## src/hdl/nlqr_pkg.sv

```systemverilog
// nlqr_pkg: shared types, constants and helper functions of the neighbor link quality ranker
// depends on nothing; used by every module of the block
`default_nettype none

package nlqr_pkg;

   // operation codes carried in cmd
   localparam logic OP_RECEIVE = 1'b0;
   localparam logic OP_DUMP    = 1'b1;

   // ranking keys
   localparam logic KEY_RSSI  = 1'b0;
   localparam logic KEY_RATIO = 1'b1;

   // configuration register indexes
   localparam int CSR_INDEX_W = 2;
   localparam logic [CSR_INDEX_W-1:0] REG_OWN_NODE_ID = 2'd0;
   localparam logic [CSR_INDEX_W-1:0] REG_SORT_KEY    = 2'd1;

   localparam int RATIO_W = 15;
   localparam int NUM_W   = 23;   // count * 100 * 256 fits in 23 bits

   localparam logic [RATIO_W-1:0] RATIO_FULL = 15'd25600;
   localparam logic signed [7:0]  RSSI_FLOOR = -8'sd128;

   typedef struct packed {
      logic              cmd;
      logic [7:0]        sender_id;
      logic [7:0]        seq_number;
      logic signed [7:0] packet_rssi;
   } item_type;

   typedef struct packed {
      logic [7:0]         id;
      logic signed [7:0]  rssi;
      logic [RATIO_W-1:0] ratio;
      logic [7:0]         count;
   } entry_type;

   typedef struct packed {
      logic [7:0] own_node_id;
      logic       sort_key;
   } cfg_type;

   typedef struct packed {
      logic             valid;
      logic [NUM_W-1:0] dividend;
      logic [7:0]       divisor;
   } div_req_type;

   typedef struct packed {
      logic               done;
      logic [RATIO_W-1:0] quotient;
   } div_rsp_type;

   typedef struct packed {
      logic               valid;
      logic [7:0]         entry_id;
      logic signed [7:0]  entry_rssi;
      logic [RATIO_W-1:0] entry_ratio;
      logic [3:0]         entry_rank;
      logic               last;
   } rsp_type;

   // larger value ranks higher; rssi gets its sign bit flipped
   function automatic logic [RATIO_W-1:0] rank_key(entry_type e, logic key);
      logic [RATIO_W-1:0] k;
      if (key == KEY_RATIO) begin
         k = e.ratio;
      end else begin
         k = {7'd0, ~e.rssi[7], e.rssi[6:0]};
      end
      return k;
   endfunction

   // count * 100 * 256 by shifts and adds
   function automatic logic [NUM_W-1:0] scale_count(logic [7:0] c);
      logic [14:0] p;
      p = {1'b0, c, 6'd0} + {2'b0, c, 5'd0} + {5'b0, c, 2'd0};
      return {p, 8'd0};
   endfunction

endpackage

`default_nettype wire

```

## src/hdl/nlqr_front.sv

```systemverilog
// nlqr_front: accepts command items and holds them in a two-entry queue for the engine
// depends on nlqr_pkg
`default_nettype none

module nlqr_front (
   input  wire logic               clock,
   input  wire logic               reset,
   input  wire logic               start,
   input  wire nlqr_pkg::item_type item_in,
   output logic                    busy,
   output logic                    head_valid,
   output nlqr_pkg::item_type      head,
   input  wire logic               pop
);

   localparam int QD = 2;

   nlqr_pkg::item_type q_ff [QD];
   nlqr_pkg::item_type q_in [QD];
   logic [1:0]         cnt_ff, cnt_in;
   logic               push;

   assign busy       = (cnt_ff == 2'd2);
   assign head_valid = (cnt_ff != 2'd0);
   assign head       = q_ff[0];
   assign push       = start & ~busy;

   always_comb begin
      q_in   = q_ff;
      cnt_in = cnt_ff;
      if (pop && head_valid) begin
         q_in[0] = q_ff[1];
         cnt_in  = cnt_ff - 2'd1;
      end
      // after a pop the free slot sits right behind the remaining items
      if (push) begin
         q_in[cnt_in[0]] = item_in;
         cnt_in          = cnt_in + 2'd1;
      end
   end

   always_ff @(posedge clock) begin
      if (reset) begin
         cnt_ff <= 2'd0;
      end else begin
         cnt_ff <= cnt_in;
      end
      q_ff <= q_in;
   end

endmodule

`default_nettype wire

```

## src/hdl/nlqr_div.sv

```systemverilog
// nlqr_div: restoring divider, one quotient bit per cycle, for the reception ratio
// depends on nlqr_pkg
`default_nettype none

module nlqr_div (
   input  wire logic                  clock,
   input  wire logic                  reset,
   input  wire nlqr_pkg::div_req_type req,
   output nlqr_pkg::div_rsp_type      rsp
);

   localparam int NW     = nlqr_pkg::NUM_W;
   localparam int STEP_W = $clog2(NW);

   logic              busy_ff, done_ff;
   logic [STEP_W-1:0] step_ff;
   logic [NW-1:0]     num_ff, num_in;
   logic [7:0]        rem_ff, rem_in, dvs_ff;
   logic [8:0]        shifted, diff;
   logic              ge;

   always_comb begin
      shifted = {rem_ff, num_ff[NW-1]};
      diff    = shifted - {1'b0, dvs_ff};
      ge      = (shifted >= {1'b0, dvs_ff});
      rem_in  = ge ? diff[7:0] : shifted[7:0];
      num_in  = {num_ff[NW-2:0], ge};
   end

   assign rsp.done     = done_ff;
   assign rsp.quotient = num_ff[nlqr_pkg::RATIO_W-1:0];

   always_ff @(posedge clock) begin
      if (reset) begin
         busy_ff <= 1'b0;
         done_ff <= 1'b0;
         step_ff <= '0;
      end else begin
         done_ff <= 1'b0;
         if (req.valid && !busy_ff) begin
            busy_ff <= 1'b1;
            step_ff <= '0;
         end else if (busy_ff) begin
            step_ff <= step_ff + STEP_W'(1);
            if (step_ff == STEP_W'(NW - 1)) begin
               busy_ff <= 1'b0;
               done_ff <= 1'b1;
            end
         end
      end
      if (req.valid && !busy_ff) begin
         num_ff <= req.dividend;
         rem_ff <= 8'd0;
         dvs_ff <= req.divisor;
      end else if (busy_ff) begin
         num_ff <= num_in;
         rem_ff <= rem_in;
      end
   end

endmodule

`default_nettype wire

```

## src/hdl/nlqr_engine.sv

```systemverilog
// nlqr_engine: neighbor table, lookup and update, odd-even ranking passes and dump sequencer
// depends on nlqr_pkg; drives nlqr_div through its request and response structs
`default_nettype none

module nlqr_engine #(
   parameter int TABLE_ENTRIES = 4
) (
   input  wire logic                  clock,
   input  wire logic                  reset,
   input  wire nlqr_pkg::cfg_type     cfg,
   input  wire logic                  head_valid,
   input  wire nlqr_pkg::item_type    head,
   output logic                       pop,
   output nlqr_pkg::div_req_type      div_req,
   input  wire nlqr_pkg::div_rsp_type div_rsp,
   output nlqr_pkg::rsp_type          rsp
);

   localparam int IW = $clog2(TABLE_ENTRIES);
   localparam logic [IW-1:0] LAST_IDX = IW'(TABLE_ENTRIES - 1);

   localparam logic [2:0] S_IDLE = 3'd0;
   localparam logic [2:0] S_EXEC = 3'd1;
   localparam logic [2:0] S_DIV  = 3'd2;
   localparam logic [2:0] S_SORT = 3'd3;
   localparam logic [2:0] S_DUMP = 3'd4;

   logic [2:0]              state_ff, state_in;
   nlqr_pkg::entry_type     tbl_ff [TABLE_ENTRIES];
   nlqr_pkg::entry_type     tbl_in [TABLE_ENTRIES];
   nlqr_pkg::entry_type     sorted [TABLE_ENTRIES];
   nlqr_pkg::item_type      item_ff, item_in;
   logic [IW-1:0]           hit_ff, hit_in;
   logic [IW-1:0]           idx_ff, idx_in;
   logic [TABLE_ENTRIES-1:0] rem_ff, rem_in;
   nlqr_pkg::rsp_type       rsp_ff, rsp_in;

   logic                    found;
   logic [IW-1:0]           hit_idx;
   logic [7:0]              new_count;
   logic [TABLE_ENTRIES-1:0] mask, sel;

   // first matching id wins
   always_comb begin
      found   = 1'b0;
      hit_idx = '0;
      for (int k = TABLE_ENTRIES - 1; k >= 0; k--) begin
         if (tbl_ff[k].id == item_ff.sender_id) begin
            found   = 1'b1;
            hit_idx = IW'(k);
         end
      end
      new_count = tbl_ff[hit_idx].count + 8'd1;
   end

   always_comb begin
      for (int k = 0; k < TABLE_ENTRIES; k++) begin
         mask[k] = (tbl_ff[k].id != cfg.own_node_id);
      end
   end

   // one odd-even transposition pass; swapping only on strict less keeps ties in order
   always_comb begin
      sorted = tbl_ff;
      for (int k = 0; k < TABLE_ENTRIES - 1; k++) begin
         if (1'(k % 2) == idx_ff[0]) begin
            if (nlqr_pkg::rank_key(tbl_ff[k], cfg.sort_key) <
                nlqr_pkg::rank_key(tbl_ff[k+1], cfg.sort_key)) begin
               sorted[k]   = tbl_ff[k+1];
               sorted[k+1] = tbl_ff[k];
            end
         end
      end
   end

   assign sel = TABLE_ENTRIES'(1) << idx_ff;

   always_comb begin
      state_in         = state_ff;
      tbl_in           = tbl_ff;
      item_in          = item_ff;
      hit_in           = hit_ff;
      idx_in           = idx_ff;
      rem_in           = rem_ff;
      rsp_in           = rsp_ff;
      rsp_in.valid     = 1'b0;
      pop              = 1'b0;
      div_req.valid    = 1'b0;
      div_req.dividend = nlqr_pkg::scale_count(new_count);
      div_req.divisor  = item_ff.seq_number;
      case (state_ff)
         S_IDLE: begin
            if (head_valid) begin
               pop      = 1'b1;
               item_in  = head;
               state_in = S_EXEC;
            end
         end
         S_EXEC: begin
            idx_in = '0;
            if (item_ff.cmd == nlqr_pkg::OP_DUMP) begin
               rem_in   = mask;
               state_in = S_DUMP;
            end else if (!found) begin
               state_in = S_IDLE;
            end else begin
               hit_in                 = hit_idx;
               tbl_in[hit_idx].count = new_count;
               tbl_in[hit_idx].rssi  = item_ff.packet_rssi;
               if (item_ff.seq_number == 8'd0) begin
                  tbl_in[hit_idx].ratio = '0;
                  state_in               = S_SORT;
               end else if (new_count >= item_ff.seq_number) begin
                  // ratio would reach or pass 100 percent
                  tbl_in[hit_idx].ratio = nlqr_pkg::RATIO_FULL;
                  state_in               = S_SORT;
               end else begin
                  div_req.valid = 1'b1;
                  state_in      = S_DIV;
               end
            end
         end
         S_DIV: begin
            if (div_rsp.done) begin
               tbl_in[hit_ff].ratio = div_rsp.quotient;
               state_in             = S_SORT;
            end
         end
         S_SORT: begin
            tbl_in = sorted;
            if (idx_ff == LAST_IDX) begin
               state_in = S_IDLE;
            end else begin
               idx_in = idx_ff + IW'(1);
            end
         end
         S_DUMP: begin
            if (rem_ff[idx_ff]) begin
               rsp_in.valid       = 1'b1;
               rsp_in.entry_id    = tbl_ff[idx_ff].id;
               rsp_in.entry_rssi  = tbl_ff[idx_ff].rssi;
               rsp_in.entry_ratio = tbl_ff[idx_ff].ratio;
               rsp_in.entry_rank  = 4'(idx_ff);
               rsp_in.last        = ((rem_ff & ~sel) == '0);
            end
            rem_in = rem_ff & ~sel;
            if (idx_ff == LAST_IDX) begin
               state_in = S_IDLE;
            end else begin
               idx_in = idx_ff + IW'(1);
            end
         end
         default: begin
            state_in = S_IDLE;
         end
      endcase
   end

   assign rsp = rsp_ff;

   always_ff @(posedge clock) begin
      if (reset) begin
         state_ff     <= S_IDLE;
         rsp_ff.valid <= 1'b0;
         for (int k = 0; k < TABLE_ENTRIES; k++) begin
            tbl_ff[k].id    <= 8'(k + 1);
            tbl_ff[k].rssi  <= nlqr_pkg::RSSI_FLOOR;
            tbl_ff[k].ratio <= '0;
            tbl_ff[k].count <= 8'd0;
         end
      end else begin
         state_ff     <= state_in;
         rsp_ff.valid <= rsp_in.valid;
         tbl_ff       <= tbl_in;
      end
      item_ff            <= item_in;
      hit_ff             <= hit_in;
      idx_ff             <= idx_in;
      rem_ff             <= rem_in;
      rsp_ff.entry_id    <= rsp_in.entry_id;
      rsp_ff.entry_rssi  <= rsp_in.entry_rssi;
      rsp_ff.entry_ratio <= rsp_in.entry_ratio;
      rsp_ff.entry_rank  <= rsp_in.entry_rank;
      rsp_ff.last        <= rsp_in.last;
   end

endmodule

`default_nettype wire

```

## src/hdl/neighbor_link_quality_ranker.sv

```systemverilog
// neighbor_link_quality_ranker: top level, register port, front queue, engine and divider
// depends on nlqr_pkg, nlqr_front, nlqr_div, nlqr_engine
//
//   channel   ports                                   handshake
//   request   req_cmd/sender_id/seq_number/rssi       accepted when start && !busy
//   response  rsp_entry_id/rssi/ratio/rank, rsp_last  rsp_valid strobe per item
//   config    csr_index, csr_wdata                    written when csr_valid && csr_ready
//
// a receive for an unknown sender ends without ranking; a known sender's entry is updated,
// passes through the 23-step serial divider when a division is needed, and is then ranked
// by one odd-even ranking pass per table entry. a dump visits every table entry in turn.
// up to two items wait in the front queue; busy rises when it is full.
// synchronous reset restores the table and the control registers.
// responses cannot be held off: a dump streams one entry per cycle, skipping the own node's entry.
`default_nettype none

module neighbor_link_quality_ranker #(
   parameter int TABLE_ENTRIES = 4
) (
   input  wire logic                             clock,
   input  wire logic                             reset,
   input  wire logic                             start,
   output logic                                  busy,
   input  wire logic                             req_cmd,
   input  wire logic [7:0]                       req_sender_id,
   input  wire logic [7:0]                       req_seq_number,
   input  wire logic signed [7:0]                req_packet_rssi,
   output logic                                  rsp_valid,
   output logic [7:0]                            rsp_entry_id,
   output logic signed [7:0]                     rsp_entry_rssi,
   output logic [nlqr_pkg::RATIO_W-1:0]          rsp_entry_ratio,
   output logic [3:0]                            rsp_entry_rank,
   output logic                                  rsp_last,
   input  wire logic                             csr_valid,
   output logic                                  csr_ready,
   input  wire logic [nlqr_pkg::CSR_INDEX_W-1:0] csr_index,
   input  wire logic [7:0]                       csr_wdata
);

   logic [7:0]            own_id_ff;
   logic                  sort_key_ff;
   nlqr_pkg::cfg_type     cfg;
   nlqr_pkg::item_type    item_in, head;
   logic                  head_valid, pop;
   nlqr_pkg::div_req_type div_req;
   nlqr_pkg::div_rsp_type div_rsp;
   nlqr_pkg::rsp_type     rsp;

   assign csr_ready = 1'b1;

   always_ff @(posedge clock) begin
      if (reset) begin
         own_id_ff   <= 8'd0;
         sort_key_ff <= nlqr_pkg::KEY_RATIO;
      end else if (csr_valid && csr_ready) begin
         if (csr_index == nlqr_pkg::REG_OWN_NODE_ID) begin
            own_id_ff <= csr_wdata;
         end else if (csr_index == nlqr_pkg::REG_SORT_KEY) begin
            sort_key_ff <= csr_wdata[0];
         end
      end
   end

   assign cfg.own_node_id = own_id_ff;
   assign cfg.sort_key    = sort_key_ff;

   assign item_in.cmd         = req_cmd;
   assign item_in.sender_id   = req_sender_id;
   assign item_in.seq_number  = req_seq_number;
   assign item_in.packet_rssi = req_packet_rssi;

   nlqr_front u_front (
      .clock      (clock),
      .reset      (reset),
      .start      (start),
      .item_in    (item_in),
      .busy       (busy),
      .head_valid (head_valid),
      .head       (head),
      .pop        (pop)
   );

   nlqr_div u_div (
      .clock (clock),
      .reset (reset),
      .req   (div_req),
      .rsp   (div_rsp)
   );

   nlqr_engine #(
      .TABLE_ENTRIES (TABLE_ENTRIES)
   ) u_engine (
      .clock      (clock),
      .reset      (reset),
      .cfg        (cfg),
      .head_valid (head_valid),
      .head       (head),
      .pop        (pop),
      .div_req    (div_req),
      .div_rsp    (div_rsp),
      .rsp        (rsp)
   );

   assign rsp_valid       = rsp.valid;
   assign rsp_entry_id    = rsp.entry_id;
   assign rsp_entry_rssi  = rsp.entry_rssi;
   assign rsp_entry_ratio = rsp.entry_ratio;
   assign rsp_entry_rank  = rsp.entry_rank;
   assign rsp_last        = rsp.last;

`ifndef ASSERT_OFF
   a_last_ends_dump : assert property (@(posedge clock) disable iff (reset)
      rsp_valid && rsp_last |=> !rsp_valid)
      else $error("response right after the last item of a dump");

   a_ratio_range : assert property (@(posedge clock) disable iff (reset)
      rsp_valid |-> rsp_entry_ratio <= nlqr_pkg::RATIO_FULL)
      else $error("dumped ratio above full scale");

   a_own_skipped : assert property (@(posedge clock) disable iff (reset)
      rsp_valid |-> rsp_entry_id != $past(own_id_ff))
      else $error("own node entry was dumped");
`endif

endmodule

`default_nettype wire
```

## config.mk

```make
export PLATFORM = sky130hd
export DESIGN_NAME = neighbor_link_quality_ranker
export DESIGN_NICKNAME = d
export VERILOG_FILES = /design/src/hdl/nlqr_pkg.sv /design/src/hdl/nlqr_front.sv /design/src/hdl/nlqr_div.sv /design/src/hdl/nlqr_engine.sv /design/src/hdl/neighbor_link_quality_ranker.sv
export SDC_FILE = /design/constraint.sdc
export NUM_CORES = 1
export LEC_CHECK = 0
export BUFFER_PORTS_ARGS = -buffer_cell sky130_fd_sc_hd__buf_2
export CORE_MARGIN = 2
export CORE_UTILIZATION = 55
export CTS_CLUSTER_DIAMETER = 200
export DETAILED_ROUTE_END_ITERATION = 16
export GPL_TIMING_DRIVEN = 0
export HOLD_SLACK_MARGIN = 0.02
export PLACE_DENSITY_LB_ADDON = 0.2
export RECOVER_POWER = 25
export SYNTH_ARGS = -nofsm -noshare
export SYNTH_HDL_FRONTEND = slang
export SYNTH_SLANG_ARGS = --single-unit
```

## constraint.sdc

```tcl
create_clock -name clock -period 6.5 [get_ports clock]
set_input_delay 1.3 -clock clock [delete_from_list [all_inputs] [get_ports clock]]
set_output_delay 1.3 -clock clock [all_outputs]
set_load 0.01 [all_outputs]
```

==> flow_metrics.py <==
metrics = {
    "outcome": {
        "status": "finished clean",
    },
    "cts": {
        "clock_tree.buffer_depth": 3,
        "cts_tree": "done",
        "cts-root-buf": "clkbuf_16",
        "cts_buffers": 39,
        "htree_levels": 2,
        "cts.clk_slew.worst_paths_ns": 0.06,
        "insertion_delay_ns": 0.58,
        "clock_sinks": 334,
        "cts_hold_buf": 0,
    },
    "routing": {
        "vias_per_cell": 6.62,
        "drt_iter0_drc": 2561,
        "antenna_left": 0,
        "wirelength_um": 68900,
        "first_pass_iters": 6,
        "drcViolationCount": 0,
        "vias": 17619,
        "routedWlPerCell_um": 25.9,
    },
    "power": {
        "p_per_area_mw_per_mm2": 296,
        "peakVddDrop_mv": 0.329,
        "p_leak_nw": 8.44,
    },
    "final_layout": {
        "instances_no_fill": 2662,
        "drive_gt1_share_pct": 9.16,
        "fill_cells": 3052,
        "area_growth_pct": 12.0,
        "multi_input_area_mm2": 0.0106,
        "fin_area_mm2": 0.0216,
        "ff_latch_area_mm2": 0.00784,
        "fin_nets": 2300,
    },
    "sta": {
        "drv_slew": 0,
        "finalClockSkew_ns": 0.0213,
        "holdWs_ns": 0.430,
        "relSlewSlack_pct": 16.5,
        "tightest_slew_ns": 1.25,
        "rsz0062_at_grt": "no",
        "fin_ws_ns": 0.334,
        "min_period_over_period_pct": 94.9,
        "finalSetupTns_ns": 0,
        "fmax_mhz": 162,
        "finalCriticalPeriod_ns": 6.17,
        "final-hold-violation-count": 0,
        "finalSetupViolations": 0,
    },
    "setup_path": {
        "crit_buf_inv": 2,
        "crit_cells": 18,
        "critPathMaxStageDelay_ns": 0.90,
        "crit_slowest_cell": "xor2_1",
        "crit_path_end_kind": "flop",
        "path_delay_family": "compound AO/OA/AOI/OAI gates",
        "cp_data_arrival_time_ns": 6.61,
        "startpoint_type": "flop",
        "cp_cell_sequence": "xor2_1, nor4_4, nand2_2, a31oi_4, buf_4, o221a_2, nor4b_2, nand2_1, xor2_1, ha_1, o21ai_0, o211a_1, o211ai_1, nor2_1, or3_4, o31ai_2, buf_4, o211ai_1",
        "ff2ff_path_depth": 18,
        "crit_type": "flop to flop",
        "path_max_fanout": 10,
        "required_ns": 6.95,
    },
    "yosys": {
        "synth_edf_count": 115,
        "synth_top_area_share_pct": 22.7,
        "ys_ff_latch": 334,
        "syn-mean-instance-area_um2": 9.39,
        "synth_simple_gate_area_share_pct": 13.3,
        "ys_types": 83,
        "synth-compound-area-share_pct": 21.2,
        "synth_top_family_by_area": "compound AO/OA/AOI/OAI gates",
        "synth_xor_area_share_pct": 3.95,
        "async_flop_share_pct": 0,
        "yosysTopAreaCell": "dfxtp_1",
        "synthTopCellsByArea": "dfxtp_1 23%, edfxtp_1 18%, mux2i_1 5.8%",
        "yosys-mux-area-fraction_pct": 10.5,
        "yosysWarnings": 0,
        "synth_ff_type": "dfxtp_1",
        "ys_seq_area_share_pct": 40.6,
        "synth_cells": 2057,
        "synthAdderAreaFrac_pct": 5.64,
        "synth_area_mm2": 0.0193,
    },
    "floorplan": {
        "dieArea_mm2": 0.0366,
        "ioPinCount": 78,
        "dieHeight_um": 191,
        "row_count": 68,
        "core_area_mm2": 0.0345,
        "fp.dieW_um": 191,
        "initial_core_util_pct": 55.9,
    },
    "min_path": {
        "holdPathStages": 0,
        "hp-class": "flop to flop",
    },
    "placement": {
        "dp.cells": 2586,
        "dp_slack_ns": -0.421,
        "placed_cell_area_mm2": 0.0202,
        "gp_congestion": 1.03,
        "io_buffers": 73,
        "dp_hpwl_um": 50800,
    },
    "global_route": {
        "antenna_found_initial": 0,
        "grt_pass1_wl_um": 103000,
        "grt_usage_pct": 37.9,
        "grt_pass1_vias": 16786,
        "grt_max_degree": 35,
        "grt_overflow_total": 0,
    },
    "job": {
        "drv_cap": 0,
    },
}
==> power breakdown <==
| part | leakage, nW | internal, W | switching, W | total [W] |
|---|---|---|---|---|
| sequential | 2.84 | 0.00252 | 0.000205 | 0.00273 |
| combinational | 4.93 | 0.000490 | 0.000818 | 0.00131 |
| clock | 0.670 | 0.00146 | 0.000912 | 0.00237 |
==> Yosys cell counts, drive strengths merged (10+ instances only) <==
library cell,count
and2,17
o2bb2ai,10
a22oi,41
xnor2,32
a222oi,10
buf,35
a211oi,20
nor4,18
nor3,22
a21o,20
edfxtp,115
nand4,20
dfxtp,219
a22o,77
inv,84
clkbuf,118
o21ai,89
ha,79
nor2b,14
o22ai,39
nand3,18
mux2,17
mux4,32
a31oi,27
o211ai,19
xor2,55
nand2,248
a2111oi,10
mux2i,111
a21oi,127
a221oi,17
nor2,169
==> per-stage QoR <==
stage,power [W],util [%]
finish,0.00641,62.6
global route,0.00667,62.6
CTS,0.00641,62.6
detailed placement,0.00407,58.6
global placement,0.00402,58.6
floorplan,0.00364,-
==> repair_timing <==
action | 4_1_cts | 5_1_grt
gates resized for setup | 2 | 2
buffers inserted | 0 | 6
endpoints found under the hold margin | 0 | 0
pin swaps | 0 | 1
endpoints found under the setup margin | 100 | 76
==> layout make-up <==
| type | count | share of cell area [%] |
|---|---|---|
| antenna | 1 | 0.0116 |
| buffer | 152 | 2.83 |
| clock buffer | 49 | 5.02 |
| clock inverter | 21 | 1.31 |
| inverter | 85 | 1.48 |
| multi-input combinational | 1486 | 48.8 |
| sequential | 334 | 36.2 |
| tap | 455 | 2.63 |
| timing repair buffer | 79 | 1.63 |
==> sequential cells by signal, indices dropped and copies added (netlist names), 17 cells and up <==
| register | flops |
|---|---|
| u_div.num_ff | 23 |
| u_engine.item_ff | 17 |
| u_engine.rsp | 35 |
| u_engine.tbl_ff | 156 |
| u_front.head | 25 |
| u_front.q_ff | 25 |
==> cell usage in the layout, fill, tap and decap left out, drive strengths merged, types with 18 or more instances in the layout <==
cell      n
nand2   248
dfxtp   219
clkbuf  215
nor2    169
a21oi   127
edfxtp  115
mux2i   111
o21ai    89
inv      84
ha       79
a22o     77
buf      65
xor2     55
a22oi    41
o22ai    39
mux4     32
xnor2    32
a31oi    27
nor3     22
nand4    20
a21o     20
a211oi   20
o211ai   19
nand3    18
nor4     18
==> worst reg2reg max path: cells and delay by family (launching register included) <==
kind | cells | cell delay, ns
buf+inv | 2 | 0.47
simple gates | 6 | 1.76
xor+xnor | 2 | 1.12
fa+ha+maj | 1 | 0.23
flops | 1 | 0.49
compound gates | 7 | 1.98
==> layer usage <==
layer / global-route usage [%] / wire, µm
met1: 51.3 / 27600
met2: 55.4 / 29000
met3: 8.19 / 7610
met4: 22.8 / 4720
met5: 0 / 0
==> kinds of logic after synthesis <==
group | after synthesis
xor+xnor | 87
other cells | 2
buf+inv | 238
fa+ha+maj | 84
simple gates | 567
compound gates | 585
mux | 160
flops | 334
==> worst paths after layout <==
check	slack (ns)	from	endpoint
hold reg to reg	0.43	u_front.head[15]	u_engine.div_req[7]
setup / recovery	0.33	u_engine.item_ff[20]	u_engine.tbl_ff[93]
setup reg to reg	0.33	u_engine.item_ff[20]	u_engine.tbl_ff[93]
hold / removal	0.43	u_front.head[15]	u_engine.div_req[7]
Power figures use the tool's default switching activity.
